### src/hdl/assert_macros.svh
// Assertion macros used by the message ring FIFO datapath.
`ifndef ASSERT_MACROS_SVH
`define ASSERT_MACROS_SVH

// Same-cycle implication, checked at every rising clock edge outside reset.
`define MRF_ASSERT_IMP(lbl, clk, rst, ante, cons, msg) \
   lbl: assert property (@(posedge clk) disable iff (rst) (ante) |-> (cons)) else $error(msg);

// Next-cycle implication, checked at every rising clock edge outside reset.
`define MRF_ASSERT_NEXT(lbl, clk, rst, ante, cons, msg) \
   lbl: assert property (@(posedge clk) disable iff (rst) (ante) |=> (cons)) else $error(msg);

`endif

### src/hdl/mrf_pkg.sv
// Shared types and constants of the message ring FIFO.
`default_nettype none

package mrf_pkg;

   // Default geometry of the queue.
   localparam int SLOTS_DEF   = 16;
   localparam int MAX_LEN_DEF = 8;

   // Request opcodes.
   typedef enum logic [1:0] {
      OP_PUSH  = 2'd0,
      OP_POP   = 2'd1,
      OP_CLEAR = 2'd2,
      OP_NOP   = 2'd3
   } op_type;

   // Result status codes.
   typedef enum logic [1:0] {
      ST_OK      = 2'd0,
      ST_BUSY    = 2'd1,
      ST_LEN_ERR = 2'd2,
      ST_PENDING = 2'd3
   } status_type;

   // Commands from the controller to the datapath.
   typedef struct packed {
      logic accept;       // a request transaction is taken at this edge
      logic start_bytes;  // popped length is known and nonzero: fetch the first byte
      logic emit_empty;   // popped slot holds no bytes: send the single empty result
      logic emit_byte;    // send the fetched byte and fetch the next one unless it is the last
   } cmd_type;

   // Status from the datapath to the controller.
   typedef struct packed {
      logic pop_nonempty; // the offered request is a pop and a message is stored
      logic len_zero;     // the fetched length of the popped slot is zero
      logic byte_last;    // the byte being sent is the final one of the message
   } stat_type;

endpackage

`default_nettype wire

### src/hdl/mrf_ctrl.sv
// Controller state machine that sequences requests and message pops.
`default_nettype none

module mrf_ctrl (
   input  wire logic              clock,
   input  wire logic              reset,
   input  wire logic              start,
   output logic                   busy,
   input  wire mrf_pkg::stat_type stat,
   output mrf_pkg::cmd_type       cmd
);

   typedef enum logic [2:0] {
      S_IDLE     = 3'b001,
      S_POP_LEN  = 3'b010,
      S_POP_BYTE = 3'b100
   } state_type;

   state_type state_ff;
   state_type state_in;

   // Requests are taken only while idle.
   assign busy = (state_ff != S_IDLE);

   // Next state and command decode.
   always_comb begin
      cmd        = '0;
      state_in   = state_ff;
      cmd.accept = start && (state_ff == S_IDLE);
      unique case (state_ff)
         S_IDLE: begin
            if (cmd.accept && stat.pop_nonempty) begin
               state_in = S_POP_LEN;
            end
         end
         S_POP_LEN: begin
            if (stat.len_zero) begin
               cmd.emit_empty = 1'b1;
               state_in       = S_IDLE;
            end else begin
               cmd.start_bytes = 1'b1;
               state_in        = S_POP_BYTE;
            end
         end
         S_POP_BYTE: begin
            cmd.emit_byte = 1'b1;
            if (stat.byte_last) begin
               state_in = S_IDLE;
            end
         end
         default: begin
            state_in = S_IDLE;
         end
      endcase
   end

   // State register.
   always_ff @(posedge clock) begin
      if (reset) begin
         state_ff <= S_IDLE;
      end else begin
         state_ff <= state_in;
      end
   end

endmodule

`default_nettype wire

### src/hdl/mrf_datapath.sv
// Datapath of the message ring FIFO: indices, staging, memories and result registers.
`default_nettype none

`include "assert_macros.svh"

module mrf_datapath #(
   parameter  int SLOTS   = mrf_pkg::SLOTS_DEF,
   parameter  int MAX_LEN = mrf_pkg::MAX_LEN_DEF,
   localparam int CNT_W   = $clog2(SLOTS + 1),
   localparam int LEN_W   = $clog2(MAX_LEN + 1)
) (
   input  wire logic              clock,
   input  wire logic              reset,
   input  wire mrf_pkg::cmd_type  cmd,
   output mrf_pkg::stat_type      stat,
   input  wire logic [1:0]        req_opcode,
   input  wire logic [7:0]        req_data_byte,
   input  wire logic              req_last_byte,
   output logic                   rsp_valid,
   output logic [1:0]             rsp_status,
   output logic [7:0]             rsp_out_byte,
   output logic                   rsp_out_last,
   output logic [LEN_W-1:0]       rsp_out_length,
   output logic [CNT_W-1:0]       rsp_queued_count,
   output logic                   rsp_is_empty,
   output logic                   rsp_is_full,
   input  wire logic              csr_valid,
   output logic                   csr_ready,
   input  wire logic [CNT_W-1:0]  csr_data
);

   localparam int IDX_W = $clog2(SLOTS);
   localparam int DEPTH = SLOTS * MAX_LEN;
   localparam int BA_W  = $clog2(DEPTH);
   localparam logic [BA_W-1:0] ROW_SIZE = BA_W'(MAX_LEN);

   // Queue control state.
   logic [IDX_W-1:0] head_ff, head_in;
   logic [IDX_W-1:0] tail_ff, tail_in;
   logic [CNT_W-1:0] count_ff, count_in;
   logic [LEN_W-1:0] staged_ff, staged_in;
   logic             overflow_ff, overflow_in;
   logic             blocked_ff, blocked_in;
   logic [CNT_W-1:0] limit_ff, limit_in;

   // Pop stream state.
   logic [IDX_W-1:0] pop_slot_ff, pop_slot_in;
   logic [LEN_W-1:0] pop_len_ff;
   logic [LEN_W-1:0] idx_ff, idx_in;
   logic [7:0]       byte_rd_ff;

   // Result registers.
   logic                 rsp_valid_ff, rsp_valid_in;
   mrf_pkg::status_type  rsp_status_ff, rsp_status_in;
   logic [7:0]           rsp_byte_ff, rsp_byte_in;
   logic                 rsp_last_ff, rsp_last_in;
   logic [LEN_W-1:0]     rsp_len_ff, rsp_len_in;
   logic [CNT_W-1:0]     rsp_count_ff;
   logic                 rsp_empty_ff;
   logic                 rsp_full_ff;

   // Memories and their ports.
   logic [7:0]       byte_ram [DEPTH];
   logic [LEN_W-1:0] len_ram  [SLOTS];
   logic             byte_we, byte_re;
   logic [BA_W-1:0]  byte_wa, byte_ra;
   logic             len_we, len_re;
   logic [IDX_W-1:0] len_wa;
   logic [LEN_W-1:0] len_wd;
   logic [LEN_W-1:0] rd_idx;

   // Working values.
   logic [CNT_W-1:0] lim;
   logic             full;
   logic             blocked_nx;
   logic             overflow_nx;
   logic [LEN_W-1:0] staged_nx;
   mrf_pkg::op_type  op;

   // Next slot index, wrapping at the effective limit.
   function automatic logic [IDX_W-1:0] advance(input logic [IDX_W-1:0] idx,
                                                input logic [CNT_W-1:0] limit);
      logic [CNT_W-1:0] n;
      n = CNT_W'(idx) + CNT_W'(1);
      return (n >= limit) ? '0 : n[IDX_W-1:0];
   endfunction

   // Effective slot limit, saturated into one to SLOTS.
   always_comb begin
      priority if (limit_ff == '0) begin
         lim = CNT_W'(1);
      end else if (limit_ff > CNT_W'(SLOTS)) begin
         lim = CNT_W'(SLOTS);
      end else begin
         lim = limit_ff;
      end
   end

   assign full = (count_ff >= lim);
   assign op   = mrf_pkg::op_type'(req_opcode);

   // Status toward the controller.
   assign stat.pop_nonempty = (op == mrf_pkg::OP_POP) && (count_ff != '0);
   assign stat.len_zero     = (pop_len_ff == '0);
   assign stat.byte_last    = ((idx_ff + LEN_W'(1)) == pop_len_ff);

   // Register write port: always ready.
   assign csr_ready = 1'b1;
   assign limit_in  = csr_valid ? csr_data : limit_ff;

   // Request execution and result selection.
   always_comb begin
      head_in       = head_ff;
      tail_in       = tail_ff;
      count_in      = count_ff;
      staged_in     = staged_ff;
      overflow_in   = overflow_ff;
      blocked_in    = blocked_ff;
      pop_slot_in   = pop_slot_ff;
      idx_in        = idx_ff;
      rsp_valid_in  = 1'b0;
      rsp_status_in = mrf_pkg::ST_OK;
      rsp_byte_in   = 8'd0;
      rsp_last_in   = 1'b1;
      rsp_len_in    = '0;
      byte_we       = 1'b0;
      byte_wa       = BA_W'(tail_ff) * ROW_SIZE + BA_W'(staged_ff);
      byte_re       = 1'b0;
      rd_idx        = '0;
      len_we        = 1'b0;
      len_wa        = tail_ff;
      len_wd        = '0;
      len_re        = 1'b0;
      blocked_nx    = blocked_ff | full;
      overflow_nx   = overflow_ff;
      staged_nx     = staged_ff;

      if (cmd.accept) begin
         unique case (op)
            mrf_pkg::OP_PUSH: begin
               rsp_valid_in = 1'b1;
               if (staged_ff >= LEN_W'(MAX_LEN)) begin
                  overflow_nx = 1'b1;
               end else begin
                  byte_we   = !blocked_nx;
                  staged_nx = staged_ff + LEN_W'(1);
               end
               if (!req_last_byte) begin
                  rsp_status_in = mrf_pkg::ST_PENDING;
                  staged_in     = staged_nx;
                  overflow_in   = overflow_nx;
                  blocked_in    = blocked_nx;
               end else begin
                  priority if (overflow_nx) begin
                     rsp_status_in = mrf_pkg::ST_LEN_ERR;
                  end else if (blocked_nx) begin
                     rsp_status_in = mrf_pkg::ST_BUSY;
                  end else begin
                     // Commit the staged message to the tail slot.
                     rsp_status_in = mrf_pkg::ST_OK;
                     len_we        = 1'b1;
                     len_wd        = staged_nx;
                     tail_in       = advance(tail_ff, lim);
                     count_in      = count_ff + CNT_W'(1);
                  end
                  staged_in   = '0;
                  overflow_in = 1'b0;
                  blocked_in  = 1'b0;
               end
            end
            mrf_pkg::OP_POP: begin
               if (count_ff == '0) begin
                  rsp_valid_in  = 1'b1;
                  rsp_status_in = mrf_pkg::ST_BUSY;
               end else begin
                  // Fetch the head length, clear it and release the slot.
                  len_re      = 1'b1;
                  len_we      = 1'b1;
                  len_wa      = head_ff;
                  len_wd      = '0;
                  pop_slot_in = head_ff;
                  head_in     = advance(head_ff, lim);
                  count_in    = count_ff - CNT_W'(1);
               end
            end
            mrf_pkg::OP_CLEAR: begin
               rsp_valid_in = 1'b1;
               head_in      = '0;
               tail_in      = '0;
               count_in     = '0;
               staged_in    = '0;
               overflow_in  = 1'b0;
               blocked_in   = 1'b0;
            end
            mrf_pkg::OP_NOP: begin
               rsp_valid_in = 1'b1;
            end
            default: begin
               rsp_valid_in = 1'b1;
            end
         endcase
      end

      // Empty slot popped: a single result with no byte.
      if (cmd.emit_empty) begin
         rsp_valid_in = 1'b1;
      end

      // First byte fetch of a popped message.
      if (cmd.start_bytes) begin
         byte_re = 1'b1;
         rd_idx  = '0;
         idx_in  = '0;
      end

      // Send the fetched byte and, unless it is the last, fetch the one after it.
      if (cmd.emit_byte) begin
         rsp_valid_in = 1'b1;
         rsp_byte_in  = byte_rd_ff;
         rsp_last_in  = stat.byte_last;
         rsp_len_in   = pop_len_ff;
         byte_re      = !stat.byte_last;
         rd_idx       = idx_ff + LEN_W'(1);
         idx_in       = idx_ff + LEN_W'(1);
      end

      byte_ra = BA_W'(pop_slot_ff) * ROW_SIZE + BA_W'(rd_idx);
   end

   // Message byte memory: push writes, pop stream reads.
   always_ff @(posedge clock) begin
      if (byte_we) begin
         byte_ram[byte_wa] <= req_data_byte;
      end
      if (byte_re) begin
         byte_rd_ff <= byte_ram[byte_ra];
      end
   end

   // Message length memory: read before write at the same edge.
   always_ff @(posedge clock) begin
      if (len_re) begin
         pop_len_ff <= len_ram[head_ff];
      end
      if (len_we) begin
         len_ram[len_wa] <= len_wd;
      end
   end

   // Control registers.
   always_ff @(posedge clock) begin
      if (reset) begin
         head_ff      <= '0;
         tail_ff      <= '0;
         count_ff     <= '0;
         staged_ff    <= '0;
         overflow_ff  <= 1'b0;
         blocked_ff   <= 1'b0;
         limit_ff     <= CNT_W'(SLOTS);
         rsp_valid_ff <= 1'b0;
      end else begin
         head_ff      <= head_in;
         tail_ff      <= tail_in;
         count_ff     <= count_in;
         staged_ff    <= staged_in;
         overflow_ff  <= overflow_in;
         blocked_ff   <= blocked_in;
         limit_ff     <= limit_in;
         rsp_valid_ff <= rsp_valid_in;
      end
   end

   // Payload registers of the pop stream and the result.
   always_ff @(posedge clock) begin
      pop_slot_ff <= pop_slot_in;
      idx_ff      <= idx_in;
      if (rsp_valid_in) begin
         rsp_status_ff <= rsp_status_in;
         rsp_byte_ff   <= rsp_byte_in;
         rsp_last_ff   <= rsp_last_in;
         rsp_len_ff    <= rsp_len_in;
         rsp_count_ff  <= count_in;
         rsp_empty_ff  <= (count_in == '0);
         rsp_full_ff   <= (count_in >= lim);
      end
   end

   assign rsp_valid        = rsp_valid_ff;
   assign rsp_status       = rsp_status_ff;
   assign rsp_out_byte     = rsp_byte_ff;
   assign rsp_out_last     = rsp_last_ff;
   assign rsp_out_length   = rsp_len_ff;
   assign rsp_queued_count = rsp_count_ff;
   assign rsp_is_empty     = rsp_empty_ff;
   assign rsp_is_full      = rsp_full_ff;

   // The stored count never passes the number of physical slots.
   `MRF_ASSERT_IMP(a_count_bound, clock, reset, 1'b1, count_ff <= CNT_W'(SLOTS), "count above slots")
   // The staging count saturates at the maximum message length.
   `MRF_ASSERT_IMP(a_staged_bound, clock, reset, 1'b1, staged_ff <= LEN_W'(MAX_LEN), "staging overrun")
   // A byte is only sent from inside a nonempty popped message.
   `MRF_ASSERT_IMP(a_pop_byte_range, clock, reset, cmd.emit_byte, (pop_len_ff != '0) && (idx_ff < pop_len_ff), "pop index out of message")
   // A result that is not the final one is followed by another in the next cycle.
   `MRF_ASSERT_NEXT(a_stream_gapless, clock, reset, rsp_valid_ff && !rsp_last_ff, rsp_valid_ff, "gap in pop stream")

endmodule

`default_nettype wire

### src/hdl/message_ring_fifo.sv
// Push and clear transactions give one result in the cycle after acceptance; busy stays low.
// A pop of an empty queue behaves the same way.
// A pop of a message of L bytes holds busy while its length is read and its L bytes are sent;
// its results follow one per cycle, paced by the registered length and byte memory reads.
// A pop of a slot with zero length holds busy while its length is read, then gives its single result.
// Synchronous reset empties the queue and sets the slot limit to SLOTS; memories are not cleared.
`default_nettype none

module message_ring_fifo #(
   parameter  int SLOTS   = mrf_pkg::SLOTS_DEF,
   parameter  int MAX_LEN = mrf_pkg::MAX_LEN_DEF,
   localparam int CNT_W   = $clog2(SLOTS + 1),
   localparam int LEN_W   = $clog2(MAX_LEN + 1)
) (
   input  wire logic             clock,
   input  wire logic             reset,
   input  wire logic             start,
   output logic                  busy,
   input  wire logic [1:0]       req_opcode,
   input  wire logic [7:0]       req_data_byte,
   input  wire logic             req_last_byte,
   output logic                  rsp_valid,
   output logic [1:0]            rsp_status,
   output logic [7:0]            rsp_out_byte,
   output logic                  rsp_out_last,
   output logic [LEN_W-1:0]      rsp_out_length,
   output logic [CNT_W-1:0]      rsp_queued_count,
   output logic                  rsp_is_empty,
   output logic                  rsp_is_full,
   input  wire logic             csr_valid,
   output logic                  csr_ready,
   input  wire logic [CNT_W-1:0] csr_data
);

   mrf_pkg::cmd_type  cmd;
   mrf_pkg::stat_type stat;

   // Sequencer for requests and pop streams.
   mrf_ctrl u_ctrl (
      .clock (clock),
      .reset (reset),
      .start (start),
      .busy  (busy),
      .stat  (stat),
      .cmd   (cmd)
   );

   // Queue storage, indices and result registers.
   mrf_datapath #(
      .SLOTS   (SLOTS),
      .MAX_LEN (MAX_LEN)
   ) u_datapath (
      .clock            (clock),
      .reset            (reset),
      .cmd              (cmd),
      .stat             (stat),
      .req_opcode       (req_opcode),
      .req_data_byte    (req_data_byte),
      .req_last_byte    (req_last_byte),
      .rsp_valid        (rsp_valid),
      .rsp_status       (rsp_status),
      .rsp_out_byte     (rsp_out_byte),
      .rsp_out_last     (rsp_out_last),
      .rsp_out_length   (rsp_out_length),
      .rsp_queued_count (rsp_queued_count),
      .rsp_is_empty     (rsp_is_empty),
      .rsp_is_full      (rsp_is_full),
      .csr_valid        (csr_valid),
      .csr_ready        (csr_ready),
      .csr_data         (csr_data)
   );

endmodule

`default_nettype wire

### config.mk
export PLATFORM = sky130hd
export DESIGN_NAME = message_ring_fifo
export DESIGN_NICKNAME = d
export VERILOG_FILES = /design/src/hdl/mrf_pkg.sv /design/src/hdl/mrf_ctrl.sv /design/src/hdl/mrf_datapath.sv /design/src/hdl/message_ring_fifo.sv
export VERILOG_INCLUDE_DIRS = /design/src /design/src/hdl
export SDC_FILE = /design/constraint.sdc
export NUM_CORES = 1
export LEC_CHECK = 0
export BUFFER_PORTS_ARGS = -buffer_cell sky130_fd_sc_hd__buf_2
export CAP_MARGIN = 25
export CORE_MARGIN = 2
export CORE_UTILIZATION = 29
export DETAILED_ROUTE_END_ITERATION = 16
export HOLD_SLACK_MARGIN = 0.12
export PLACE_DENSITY = 0.52
export SLEW_MARGIN = 20
export SYNTH_ARGS = -nofsm -noshare
export SYNTH_HDL_FRONTEND = slang
export SYNTH_HIERARCHICAL = 1
export SYNTH_SLANG_ARGS = --single-unit
### constraint.sdc
create_clock -name clock -period 11 [get_ports clock]
set_input_delay 2.2 -clock clock [delete_from_list [all_inputs] [get_ports clock]]
set_output_delay 2.2 -clock clock [all_outputs]
set_load 0.005 [all_outputs]
== Word level (Yosys, flattened, before mapping) ==
Memories as Yosys holds them, arrays and structs flattened. A register that Yosys moved wholly into a read port is not among the register bits.
Cells that the tools add are included.
Word-level totals
  register bits: 58
  bits in writable memories: 1088
  word-level logic and storage cells: 142
  memories: 2
Memory list
  u_datapath.byte_ram: words 128, width 8, read ports 1, clocked after Yosys merged registers in 1, wr ports 1, line mrf_datapath.sv:63  | logic [7:0] byte_ram [DEPTH];
  u_datapath.len_ram: words 16, width 4, read ports 1, clocked after Yosys merged registers in 1, wr ports 1, line mrf_datapath.sv:64  | logic [LEN_W-1:0] len_ram [SLOTS];
Operators by class
  add/subtract/negate cells: 8
  $lt $le $gt $ge: 6
  equal/unequal tests: 14
  multiplexer cells: 72
  bitwise logic cells: 2
  reduce and logical (&&, ||, !) cells: 20
Operators by type and width (number)
  $mux 4: 19
  $mux 5: 7
  $mux 1: 30
  $pmux 4 s2: 3
  $ge 5x5->1: 4
  $logic_not 5->1: 3
  $pmux 5 s3: 1
  $add 7x4->7: 2
  $add 4x1->5 const B: 2
  $ne 2x2->1 const B: 5
  $mux 3: 3
  $pmux 3 s3: 1
  $add 4x1->4 const B: 2
  $pmux 1 s2: 4
  $mux 2: 3
  $reduce_and 3->1: 2
  $reduce_bool 2->1: 3
  $add 5x1->5 const B: 1
  $gt 5x5->1 const B: 1
  $reduce_and 5->1: 1
  $reduce_bool 5->1: 1
  $sub 5x1->5 const B: 1
  $eq 2x2->1 const B: 2
  $eq 4x4->1: 1
  16 further kinds: 20

== Longest topological paths before layout ==
  depth after elaboration: 12
  mapped depth: 16
  mapped depth without buffers: 16

== By module ==
Netlist, hierarchy kept.
By module, submodules not included
  mrf_datapath: instances 1, cells an instance 3067, area an instance 47546.9 sq um, sequential area each 34433.0 sq um
  mrf_ctrl: instances 1, cells an instance 15, area an instance 153.9 sq um, sequential area each 60.1 sq um

== Worst setup path before layout ==
Ideal clock, no wire load.
  path type: input to register
  start: input req_last_byte
  end: register u_datapath.rsp_full_ff, in the netlist u_datapath/rsp_is_full (data pin)
  arrival time: 4.538 ns
  data required time: 10.733 ns
  path slack: 6.195 ns
  stages on the path: 12
  buffers on the path: 0
  cell sequence: nor3b_1 > nand2_1 > a21oi_1 > mux2i_1 > a221oi_1 > ha_1 > nand2b_1 > a21o_1 > a21o_1 > and3_1 > a31oi_1 > nand4b_1
On the way
  longest elaborated chain between the ends: 4
RTL lines
  start, declared: line message_ring_fifo.sv:21  | input wire logic req_last_byte,
  $mux 5: line mrf_datapath.sv:148  | if (!req_last_byte) begin
  $pmux 5 s3: line mrf_datapath.sv:139  | unique case (op)
  $mux 5: line mrf_datapath.sv:138  | if (cmd.accept) begin
  $ge 5x5->1: line mrf_datapath.sv:284  | rsp_full_ff <= (count_in >= lim);
  end signal, assigned: line mrf_datapath.sv:284
  end, declared: line mrf_datapath.sv:60  | logic rsp_full_ff;
Every way passes these cells.
A chain may end at the register's enable or synchronous reset.

== Final worst setup path ==
  start: register u_datapath.idx_ff[0]
  end: register u_datapath.byte_rd_ff[0], read port of u_datapath.byte_ram (data pin)
On the way
  longest elaborated chain between the ends: 4
RTL lines
  start, declared: line mrf_datapath.sv:49  | logic [LEN_W-1:0] idx_ff, idx_in;
  start signal, assigned: line mrf_datapath.sv:276  | idx_ff <= idx_in;
  $add 4x1->4 *: line mrf_datapath.sv:105, mrf_datapath.sv:223
  branches (longest 3 deep; another with $add 7x4->7)
  end, declared: line mrf_datapath.sv:50  | logic [7:0] byte_rd_ff;
Mark *: on every way between the ends.

==> results.txt <==
Status = complete, no violations
Share of layout cells above drive strength 1 = 10.8%
WL final = 131 mm
Area growth from synthesis to layout = 13.7%
CP max FO = 96
Synth cell count leaders = edfxtp_1 (1130), mux2i_1 (343), nor2_1 (197)
Vias per std cell = 5.17
Post-synthesis sequential element count = 1158
Worst stage delay on the critical path = 0.86 ns
Worst skew pair latency = 0.74 ns
Core outline area = 163000 sq um
Port bufs = 43
Mux cell area share after synthesis = 8.14%
Min Tclk post-route = 5.32 ns
Gr ovfl total = 0
DRT antenna net count = 0
Crit path max-delay family = buffers and inverters
Uppermost layer routed = met5
Clk pin slew, worst setup/hold paths = 0.06 ns
CTS tree = built
Die area = 168000 sq um
Final slew viol count = 0
Vias in the first global route = 27000
DP Cell Count = 5137
Post-synthesis compound-gate area fraction = 9.13%
Die X = 410 microns
Resize count post-CTS = 0
WL met2 = 60.6 mm
Top_reg_cell synth = edfxtp_1
Combinational power share = 1.9%
Worst EP required = 11.46 ns
Maxcap violations = 0
Internal Power = 7.20 mW
VDD IR max = 0.000129 V
Switching Fraction = 20.4%
Largest net degree at the start of global routing = 171
DP Area = 50300 sq um
Worst Path Buf+Inv = 4
Pleak = 17.9 nW
EDFF count, synth = 1130
IO Count = 45
Setup Crit Path Kind = flop to flop
XOR/XNOR share of the synthesized area = 0.236%
Hold Violations, Final = 0
Clock sinks = 1158
Design Area, Final = 54200 sq um
First-pass GRT wire length = 189 mm
Syn_nets = 3132
Postcts setup bufs = 0
TritonRoute pass-1 iters = 8
Setup violations, final = 0
Iter 0 DRT Violations = 3006
Hold Path Class = flop to flop
Setup_tns = 0 ns
GPL Wtd Cong = 0.844
Hpwl dp = 76.9 mm
Share of the synthesized area in the top cell type = 71.1%
Count of different cell masters after synthesis = 71
H-tree levels = 3
Asr flop ratio synth = 0%
Die H = 410 microns
Worst endpoint data arrival time = 5.78 ns
Fin cells = 5362
Most numerous cell on the critical path = buf_4
Initial Utilization = 29.2%
CP max stage cell = buf_4
CP Cell Sequence = buf_12 -> buf_4 -> buf_4 -> buf_4 -> mux2i_1 -> nand3_1 -> o2111ai_1 -> a31oi_1 -> a22oi_1 -> nand4_1
Routed via count = 27700
CTS Buffer Depth = 3
Cell Pwr Density = 167 nW/um^2
Final period utilization = 48.3%
Slew HR = 27.8%
Synth top area cells = edfxtp_1 (71%), mux2i_1 (7.2%), nor2_1 (1.6%)
Post-Syn Instances = 3082
Root buffer cell = clkbuf_16
Clock power share = 44.3%
Syn avg cell area = 15.5 sq um
Setup Skew = 0.0219 ns
Unrepaired setup endpoints after global routing = no
Maximum clock rate = 188 MHz
Initial antenna violation count = 4
WL/cell = 24.4 microns
Met1 Wirelength = 59.5 mm
Critical path capture point type = flop
Ys Warns = 6
DR DRC count = 0
Mapped Area = 47700 sq um
Final net count = 3135
Cts hold-fix bufs = 0
Most numerous cell in the Yosys netlist = edfxtp_1
CP Launch Type = flop
Synth Area in Adders = 0.787%
Gr usage total = 15.2%
Sequential share of power = 53.7%
Row cnt = 148
Metal3 WL = 7.45 mm
Switching power = 1.84 mW
Number of CTS-inserted buffers = 121
Largest family of logic cells by synthesized area = compound AO/OA/AOI/OAI gates
Register area share after synthesis = 72.3%
Post-synth top area cell = edfxtp_1
Slew @ Worst Pin = 1.08 ns
Post-Synth Simple-Gate Area = 7.08%
[registers in the layout, indices dropped and copies added (netlist names)]
signal / cells
u_ctrl/state_ff: 3
u_datapath/blocked_ff: 1
u_datapath/byte_ram: 1024
u_datapath/byte_rd_ff: 8
u_datapath/count_ff: 5
u_datapath/head_ff: 4
u_datapath/idx_ff: 4
u_datapath/len_ram: 64
u_datapath/limit_ff: 5
u_datapath/overflow_ff: 1
u_datapath/pop_len_ff: 4
u_datapath/pop_slot_ff: 4
u_datapath/rsp_is_empty: 1
u_datapath/rsp_is_full: 1
u_datapath/rsp_out_byte: 8
u_datapath/rsp_out_last: 1
u_datapath/rsp_out_length: 4
u_datapath/rsp_queued_count: 5
u_datapath/rsp_status: 2
u_datapath/rsp_valid: 1
u_datapath/staged_ff: 4
u_datapath/tail_ff: 4
[final cells by class]
| class | instances | area [sq um] |
|---|---|---|
| Tap cell | 2175 | 2720 |
| Sequential cell | 1158 | 34500 |
| Inverter | 47 | 176 |
| Multi-Input combinational cell | 1655 | 12200 |
| Fill cell | 15700 | 109000 |
| Clock buffer | 151 | 3210 |
| Antenna cell | 2 | 5.00 |
| Clock inverter | 72 | 658 |
| Timing Repair Buffer | 102 | 738 |
[logic make-up after synthesis]
| group | after synthesis |
|---|---|
| multiplexers | 363 |
| other | 1 |
| buffers and inverters | 269 |
| adder cells (fa/ha/maj) | 30 |
| XOR/XNOR | 12 |
| AND/OR/NAND/NOR | 666 |
| flip-flops | 1158 |
| AO/OA/AOI/OAI | 583 |
[power groups by stage]
stage / registers [mW] / clock network (mW) / logic [mW]
finish: 4.85 / 4.01 / 0.176
global route: 4.85 / 4.26 / 0.191
CTS: 4.85 / 4.09 / 0.180
detailed placement: 4.95 / 0 / 0.180
global placement: 4.95 / 0 / 0.178
floorplan: 4.94 / 0 / 0.0543
[final timing paths]
check	to	from	slack, ns	cells past startpoint
worst max-delay path	u_datapath/byte_rd_ff[0]$_DFFE_PP_	u_datapath/idx_ff[0]$_DFFE_PP_	5.68	10
worst min-delay path	u_datapath/overflow_ff$_SDFFE_PP0P_	u_datapath/overflow_ff$_SDFFE_PP0P_	0.48	2
worst max register to register	u_datapath/byte_rd_ff[0]$_DFFE_PP_	u_datapath/idx_ff[0]$_DFFE_PP_	5.68	10
worst min register to register	u_datapath/overflow_ff$_SDFFE_PP0P_	u_datapath/overflow_ff$_SDFFE_PP0P_	0.48	2
[worst reg2reg max path, stage by stage (launching register included)]
cell,delay [ns]
edfxtp_1,0.39
buf_12,0.47
buf_4,0.86
buf_4,0.87
buf_4,0.92
mux2i_1,0.37
nand3_1,0.11
o2111ai_1,0.15
a31oi_1,0.14
a22oi_1,0.61
nand4_1,0.15
[through the flow]
step	setup WS [ns]	hold slack, ns	power [mW]	utilization (%)
floorplan	6.20	0.406	5.00	-
global placement	5.10	0.471	5.12	30.8
detailed placement	5.60	0.470	5.13	30.9
CTS	5.68	0.486	9.13	33.2
global route	5.45	0.518	9.31	33.2
finish	5.68	0.481	9.04	33.2
[layer usage]
metal / up-vias / GRT usage [%]
met2: 942 / 24.0
met5: - / 0
met3: 193 / 2.12
met1: 14300 / 21.8
li1: 12300 / -
met4: 2 / 4.18
[placed cells by master, fill, tap and decap left out, drive strengths merged, types with 10 or more instances in the layout]
master,n
nor2,197
a31oi,40
or4,10
a211o,18
bufinv,11
a22oi,18
inv,49
a21oi,111
clkinv,58
a21boi,12
o31ai,80
buf,101
a222oi,24
a221o,32
a221oi,58
clkbuf,151
or2,20
nand2,53
mux4,20
o211ai,24
o2111ai,51
dfxtp,28
o221ai,17
a211oi,21
nor2b,21
o21ai,33
ha,30
mux2i,343
nand4,10
nand3,104
and2,20
or3,55
nand2b,59
nor3,88
edfxtp,1130
Power figures use the tool's default switching activity.
